===== src/taab_pkg.sv =====
// Package for the timestamp aligned audio buffer: payload structs, codes,
// controller/datapath command and status types. No dependencies.
package taab_pkg;

    localparam int DEPTH_DEF    = 1024;
    localparam int CHANNELS_DEF = 2;
    localparam int CAP_W        = 11;
    localparam int PTS_W        = 64;
    localparam int SMP_W        = 32;

    localparam logic [1:0] FUNC_PUSH = 2'd0;
    localparam logic [1:0] FUNC_DROP = 2'd1;
    localparam logic [1:0] FUNC_READ = 2'd2;

    localparam logic [2:0] ST_OK       = 3'd0;
    localparam logic [2:0] ST_STALE    = 3'd1;
    localparam logic [2:0] ST_CAPACITY = 3'd2;
    localparam logic [2:0] ST_BACKWARD = 3'd3;
    localparam logic [2:0] ST_BAD_PTS  = 3'd4;

    typedef struct packed {
        logic [1:0]       func;
        logic             pts_valid;
        logic [PTS_W-1:0] pts;
        logic [SMP_W-1:0] sample_a;
        logic [SMP_W-1:0] sample_b;
    } t_in_req;

    typedef struct packed {
        logic [2:0]       status;
        logic             filled;
        logic [SMP_W-1:0] out_sample_a;
        logic [SMP_W-1:0] out_sample_b;
        logic [CAP_W-1:0] buffered_count;
    } t_out_req;

    // controller -> datapath
    typedef struct packed {
        logic load;      // capture the input request
        logic rd_head;   // issue memory read at head
        logic pop;       // advance head, decrement count
        logic write;     // store at tail
        logic set_acc;   // update accepted horizon
        logic set_rd;    // update read horizon
        logic take;      // latch head sample as read result
        logic [2:0] status;
        logic emit;      // load output register
    } t_cmd;

    // datapath -> controller
    typedef struct packed {
        logic [1:0] func;
        logic bad_pts;   // missing or largest timestamp
        logic stale;
        logic backward;
        logic full;      // count >= effective capacity
        logic empty;
        logic head_lt;   // head pts below request pts
        logic head_eq;
        logic out_busy;
    } t_sts;

endpackage


===== src/taab_ctrl.sv =====
// Controller state machine: sequences push, drop-oldest and read requests.
// Depends on taab_pkg.
module taab_ctrl (
    input  logic           i_clk,
    input  logic           i_rst_n,
    input  logic           i_in_valid,
    output logic           o_in_ready,
    input  taab_pkg::t_sts i_sts,
    output taab_pkg::t_cmd o_cmd
);
    typedef enum logic [5:0] {
        S_IDLE  = 6'b000001,
        S_DEC   = 6'b000010,
        S_EVICT = 6'b000100,
        S_WAIT  = 6'b001000,
        S_SCAN  = 6'b010000,
        S_EMIT  = 6'b100000
    } t_state;

    t_state r_state, n_state;
    logic [2:0] r_status, n_status;

    always_ff @(posedge i_clk) begin
        if (!i_rst_n) begin
            r_state  <= S_IDLE;
            r_status <= taab_pkg::ST_OK;
        end else begin
            r_state  <= n_state;
            r_status <= n_status;
        end
    end

    assign o_in_ready = i_rst_n && (r_state == S_IDLE);

    // next state and commands
    always_comb begin
        n_state  = r_state;
        n_status = r_status;
        o_cmd    = '0;
        o_cmd.status = r_status;
        case (r_state)
            S_IDLE: begin
                if (i_in_valid) begin
                    o_cmd.load = 1'b1;
                    n_state    = S_DEC;
                end
            end
            S_DEC: begin
                o_cmd.rd_head = 1'b1;
                n_status = taab_pkg::ST_OK;
                n_state  = S_EMIT;
                case (i_sts.func)
                    taab_pkg::FUNC_PUSH, taab_pkg::FUNC_DROP: begin
                        if (i_sts.bad_pts) begin
                            n_status = taab_pkg::ST_BAD_PTS;
                        end else if (i_sts.stale) begin
                            n_status = taab_pkg::ST_STALE;
                        end else if (i_sts.full && i_sts.func == taab_pkg::FUNC_PUSH) begin
                            n_status = taab_pkg::ST_CAPACITY;
                        end else if (i_sts.full) begin
                            n_state = S_EVICT;
                        end else begin
                            o_cmd.write   = 1'b1;
                            o_cmd.set_acc = 1'b1;
                        end
                    end
                    taab_pkg::FUNC_READ: begin
                        if (i_sts.bad_pts) begin
                            n_status = taab_pkg::ST_BAD_PTS;
                        end else if (i_sts.backward) begin
                            n_status = taab_pkg::ST_BACKWARD;
                        end else if (i_sts.empty) begin
                            o_cmd.set_rd = 1'b1;
                        end else begin
                            n_state = S_SCAN;
                        end
                    end
                    default: n_status = taab_pkg::ST_OK;
                endcase
            end
            // drop head frames until there is room, then store
            S_EVICT: begin
                if (i_sts.full) begin
                    o_cmd.pop = 1'b1;
                end else begin
                    o_cmd.write   = 1'b1;
                    o_cmd.set_acc = 1'b1;
                    n_state       = S_EMIT;
                end
            end
            // let the memory read at the new head settle
            S_WAIT: begin
                o_cmd.rd_head = 1'b1;
                n_state       = S_SCAN;
            end
            S_SCAN: begin
                if (i_sts.empty) begin
                    o_cmd.set_rd = 1'b1;
                    n_state      = S_EMIT;
                end else if (i_sts.head_lt) begin
                    o_cmd.pop = 1'b1;
                    n_state   = S_WAIT;
                end else begin
                    if (i_sts.head_eq) begin
                        o_cmd.take = 1'b1;
                        o_cmd.pop  = 1'b1;
                    end
                    o_cmd.set_rd = 1'b1;
                    n_state      = S_EMIT;
                end
            end
            S_EMIT: begin
                if (!i_sts.out_busy) begin
                    o_cmd.emit = 1'b1;
                    n_state    = S_IDLE;
                end
            end
            default: n_state = S_IDLE;
        endcase
    end
endmodule


===== config.mk =====
export PLATFORM = sky130hd
export DESIGN_NAME = taab_ctrl
export DESIGN_NICKNAME = d
export VERILOG_FILES = /design/src/taab_pkg.sv /design/src/taab_ctrl.sv
export SDC_FILE = /design/constraint.sdc
export NUM_CORES = 1
export LEC_CHECK = 0
export BUFFER_PORTS_ARGS = -buffer_cell sky130_fd_sc_hd__buf_4
export CAP_MARGIN = 20
export CELL_PAD_IN_SITES_DETAIL_PLACEMENT = 1
export CELL_PAD_IN_SITES_GLOBAL_PLACEMENT = 2
export CORE_MARGIN = 2
export CORE_UTILIZATION = 26
export CTS_CLUSTER_SIZE = 20
export DETAILED_ROUTE_END_ITERATION = 10
export GPL_TIMING_DRIVEN = 0
export PLACE_DENSITY = 0.79
export SLEW_MARGIN = 30
export SYNTH_ARGS = -nofsm -noshare
export SYNTH_HDL_FRONTEND = slang
export SYNTH_SLANG_ARGS = --single-unit

===== constraint.sdc =====
create_clock -name i_clk -period 3.75 [get_ports i_clk]
set_input_delay 0 -clock i_clk [delete_from_list [all_inputs] [get_ports i_clk]]
set_output_delay 0 -clock i_clk [all_outputs]
set_load 0.01 [all_outputs]

==> results.md <==
- After synthesis, the cell types taking the most area are dfxtp_1 30%, nor4b_1 5.8%, nand2_1 5.6%, a21oi_1 5.0%, o21ai_0 4.2%.
- The synthesized netlist occupies a cell area of 601 µm².
- The achievable frequency is 0.413 GHz.
- After routing, the total negative slack on setup checks comes to 0 ps.
- The initial cell density of the core is 0.274.
- The core region area is 2190 µm².
- The area growth from synthesis to layout is 46.9%.
- The maximum fanout along the worst path is 6.
- The congestion estimate from routability-driven global placement came to 0.708.
- The flow ran to the end, and the final reports show no timing, DRC or antenna violations.
- The tree is rooted in a clkbuf_4.
- Dividing total power by cell area gives a power density of 264 nW/µm².
- Setup repair after global routing left no endpoint under its margin.
- The clock tree from TritonCTS is yes.
- The share of the synthesized area in the top cell type is 0.300.
- The total global routing track utilization is 0.166.
- On the critical path the largest part of the delay comes from simple AND/OR/NAND/NOR gates.
- In this run, synthesis produced a sequential element count of 9.
- The number of setup violations in the final report is 0.
- The HPWL after detailed placement is 1430 µm.
- At the pin with the least slew margin, the transition time is 606 ps.
- The remaining global-route overflow is 0.
- In the final layout, the share of cells above drive strength 1 is 0.282.
- The post-cts resize count is 0.
- Entering global routing, the biggest net connects 10 pins.
- The warning count from the yosys run is 0.
- The count of buffers inserted at the top-level ports is 24.
- STA classifies the critical path endpoint as an output port.
- Dividing the detail-routed via count by the number of cells gives 5.07.
- After detailed routing, the total wire length is 1820 µm.
- The post-CTS setup buffer count is 0.
- dfxtp_1 takes more of the synthesized area than any other cell.
- The startpoint class of the critical path is a flop.
- The analysis attributes to cell leakage a power of 0.356 nW.
- The number of buffers on the longest clock path is 2.
- Of the synthesized area, sequential elements account for 0.300.
- The final cycle utilization of the critical path is 0.646.
- The critical path goes through or4_4 > or3_4 > or4_1 > a21oi_1 > buf_4 > buf_4.
- The number of nets handed over by synthesis was 91.
- The level count of the clock H-tree is 1.
- The number of antenna violations at the first check in global routing is 0.
- The number of max-cap violations is 0.
- The iteration-0 DRC count of the detailed router is 9.
- The highest metal layer used by the detailed router is met3.
- The residual DRC count is 0.
- The number of instances in the synthesized netlist is 78.
- The clock insertion delay at the later pin of the skew report is 260 ps.
- The count of nets left with antenna violations once routing finished came out at 0.
- The worst setup path is of the flop to output port kind.
- The global-route wire length before repair is 3310 µm.
- The number of different library cells in the post-synthesis netlist is 33.
- The total via count after detailed routing is 700.
- The number of clock sinks is 9.
- The cell with the biggest individual delay on the critical path is or4_4.
- The worst pin sits at a relative slew slack of 0.590.
- The die is 52.1 µm tall.
- The clock period minus final worst setup slack is 2420 ps.
- The delay contributed by the slowest stage of the critical path is 570 ps.
- The met3 routed wirelength is 109 µm.
- The critical path buffer and inverter count is 2.
- The largest voltage drop on the vdd net is 0.204 mV.
- The post-CTS clock slew at the launch and capture registers of the worst setup and hold paths is 60 ps.
- Each instance of the synthesized netlist takes up on average 7.70 µm².
- The met1 routed wirelength after detailed routing is 842 µm.
- In this design, the critical path's most frequently occurring cell is buf_4.
- The tightest min-delay check is of the primary input to flop type.
- The hold violation count in the final report is 0.
- The detail-routed net length per standard cell is 13.2 µm.
- The first TritonRoute pass finished after 4 iterations.
- The number of global-route vias before repair is 749.
- The routed design uses 872 µm of met2 wire.
- The boundary pin count is 25.
- 0 antenna diodes ended up in the layout.
- The number of max-slew violations in the final report is 0.
- At the end of the flow, the number of nets in the layout was 124.
- Data arrives at the worst endpoint at 2420 ps.
- The initialized floorplan defines 17 standard-cell rows.
- The floorplan step set the die width to 52.1 µm.
- At the end of the flow the core is filled with cells to 0.403.
- The required time of the worst setup path is 3750 ps.
- The CTS buffer count is 3.
- The clock arrives with 3.29 ps of skew.
- The area of the die is 2710 µm².
kinds of logic after synthesis:
family                 share of synthesized area
AO/OA/AOI/OAI                              0.219
XOR/XNOR                                  0.0146
buffers and inverters                     0.0437
flip-flops                                 0.300
AND/OR/NAND/NOR                            0.423
report_power, final:
group          switching (mW)  internal [mW]
Clock                  0.0348         0.0411
Combinational          0.0256         0.0291
Sequential            0.00403         0.0985
Total                  0.0645          0.169
registers in the layout, summed over array words and instances, names as in the netlist:
register	cells
r_state	6
r_status	3
per-layer routing:
metal | vias up | GRT usage
li1 | 360 | -
met1 | 321 | 0.192
met2 | 19 | 0.300
met3 | 0 | 0.0517
met4 | 0 | 0.0263
met5 | - | 0
cell usage after synthesis:
cell	instances
dfxtp_1	9
nand2_1	9
a21oi_1	6
o21ai_0	5
inv_1	4
nor2_1	4
nor4b_1	4
nand3_1	3
nand3b_1	3
and2_1	2
and3_1	2
nand2b_1	2
nor3_1	2
o21a_1	2
o31ai_1	2
or3_1	2
a211oi_1	1
a2bb2oi_1	1
a31oi_1	1
and3b_1	1
buf_4	1
clkbuf_1	1
nand4bb_1	1
nor2b_1	1
nor4_1	1
o221ai_1	1
o22ai_1	1
o2bb2ai_1	1
or3_4	1
or4_1	1
or4_4	1
or4b_2	1
xor2_1	1
layout make-up:
class	instances	area [µm²]
Fill cell	291	1310
Timing Repair Buffer	28	220
Buffer	2	11.3
Clock buffer	4	26.3
Inverter	4	15.0
Sequential cell	9	180
Multi-Input combinational cell	63	394
Tap cell	28	35.0
worst register-to-register path: cells and delay by family, from the launching register on:
kind          cells  cell delay, ps
simple gates      3             860
flops             1             300
buf+inv           2             760
placed cells by master (no fill, tap or decap), types with 3 or more instances in the layout:
cell type,count
buf_4,25
nand2_1,9
dfxtp_1,9
a21oi_1,6
o21ai_0,5
nor2_1,4
nor4b_1,4
inv_1,4
dlygate4sd3_1,4
nand3b_1,3
nand3_1,3
clkbuf_4,3
worst paths after layout:
| kind | startpoint | to | slack (ps) | depth (start not counted) |
|---|---|---|---|---|
| setup / recovery | r_state[2] | o_cmd[7] | 1330 | 6 |
| hold / removal | i_sts[7] | r_status[2] | 40 | 3 |
| setup reg to reg | r_state[5] | r_state[3] | 1770 | 5 |
| hold reg to reg | r_status[2] | r_status[2] | 450 | 2 |
stage by stage:
stage / hold slack (ps) / cells / instance area, µm² / power [mW] / setup slack, ps
final: 38.6 / 138 / 882 / 0.233 / 1330
after global routing: 38.3 / 138 / 882 / 0.250 / 1190
after CTS: 39.6 / 138 / 882 / 0.236 / 1310
after detailed placement: 230 / 130 / 816 / 0.157 / 1610
after global placement: 227 / 130 / 816 / 0.156 / 1600
after floorplan: 50.4 / 78 / 601 / 0.131 / 1680
repair_timing:
action | 4_1_cts | 5_1_grt
hold endpoints to repair | 4 | 0
endpoints found under the setup margin | 0 | 0
hold buffers | 4 | 0
(Power assumes the default switching activity.)
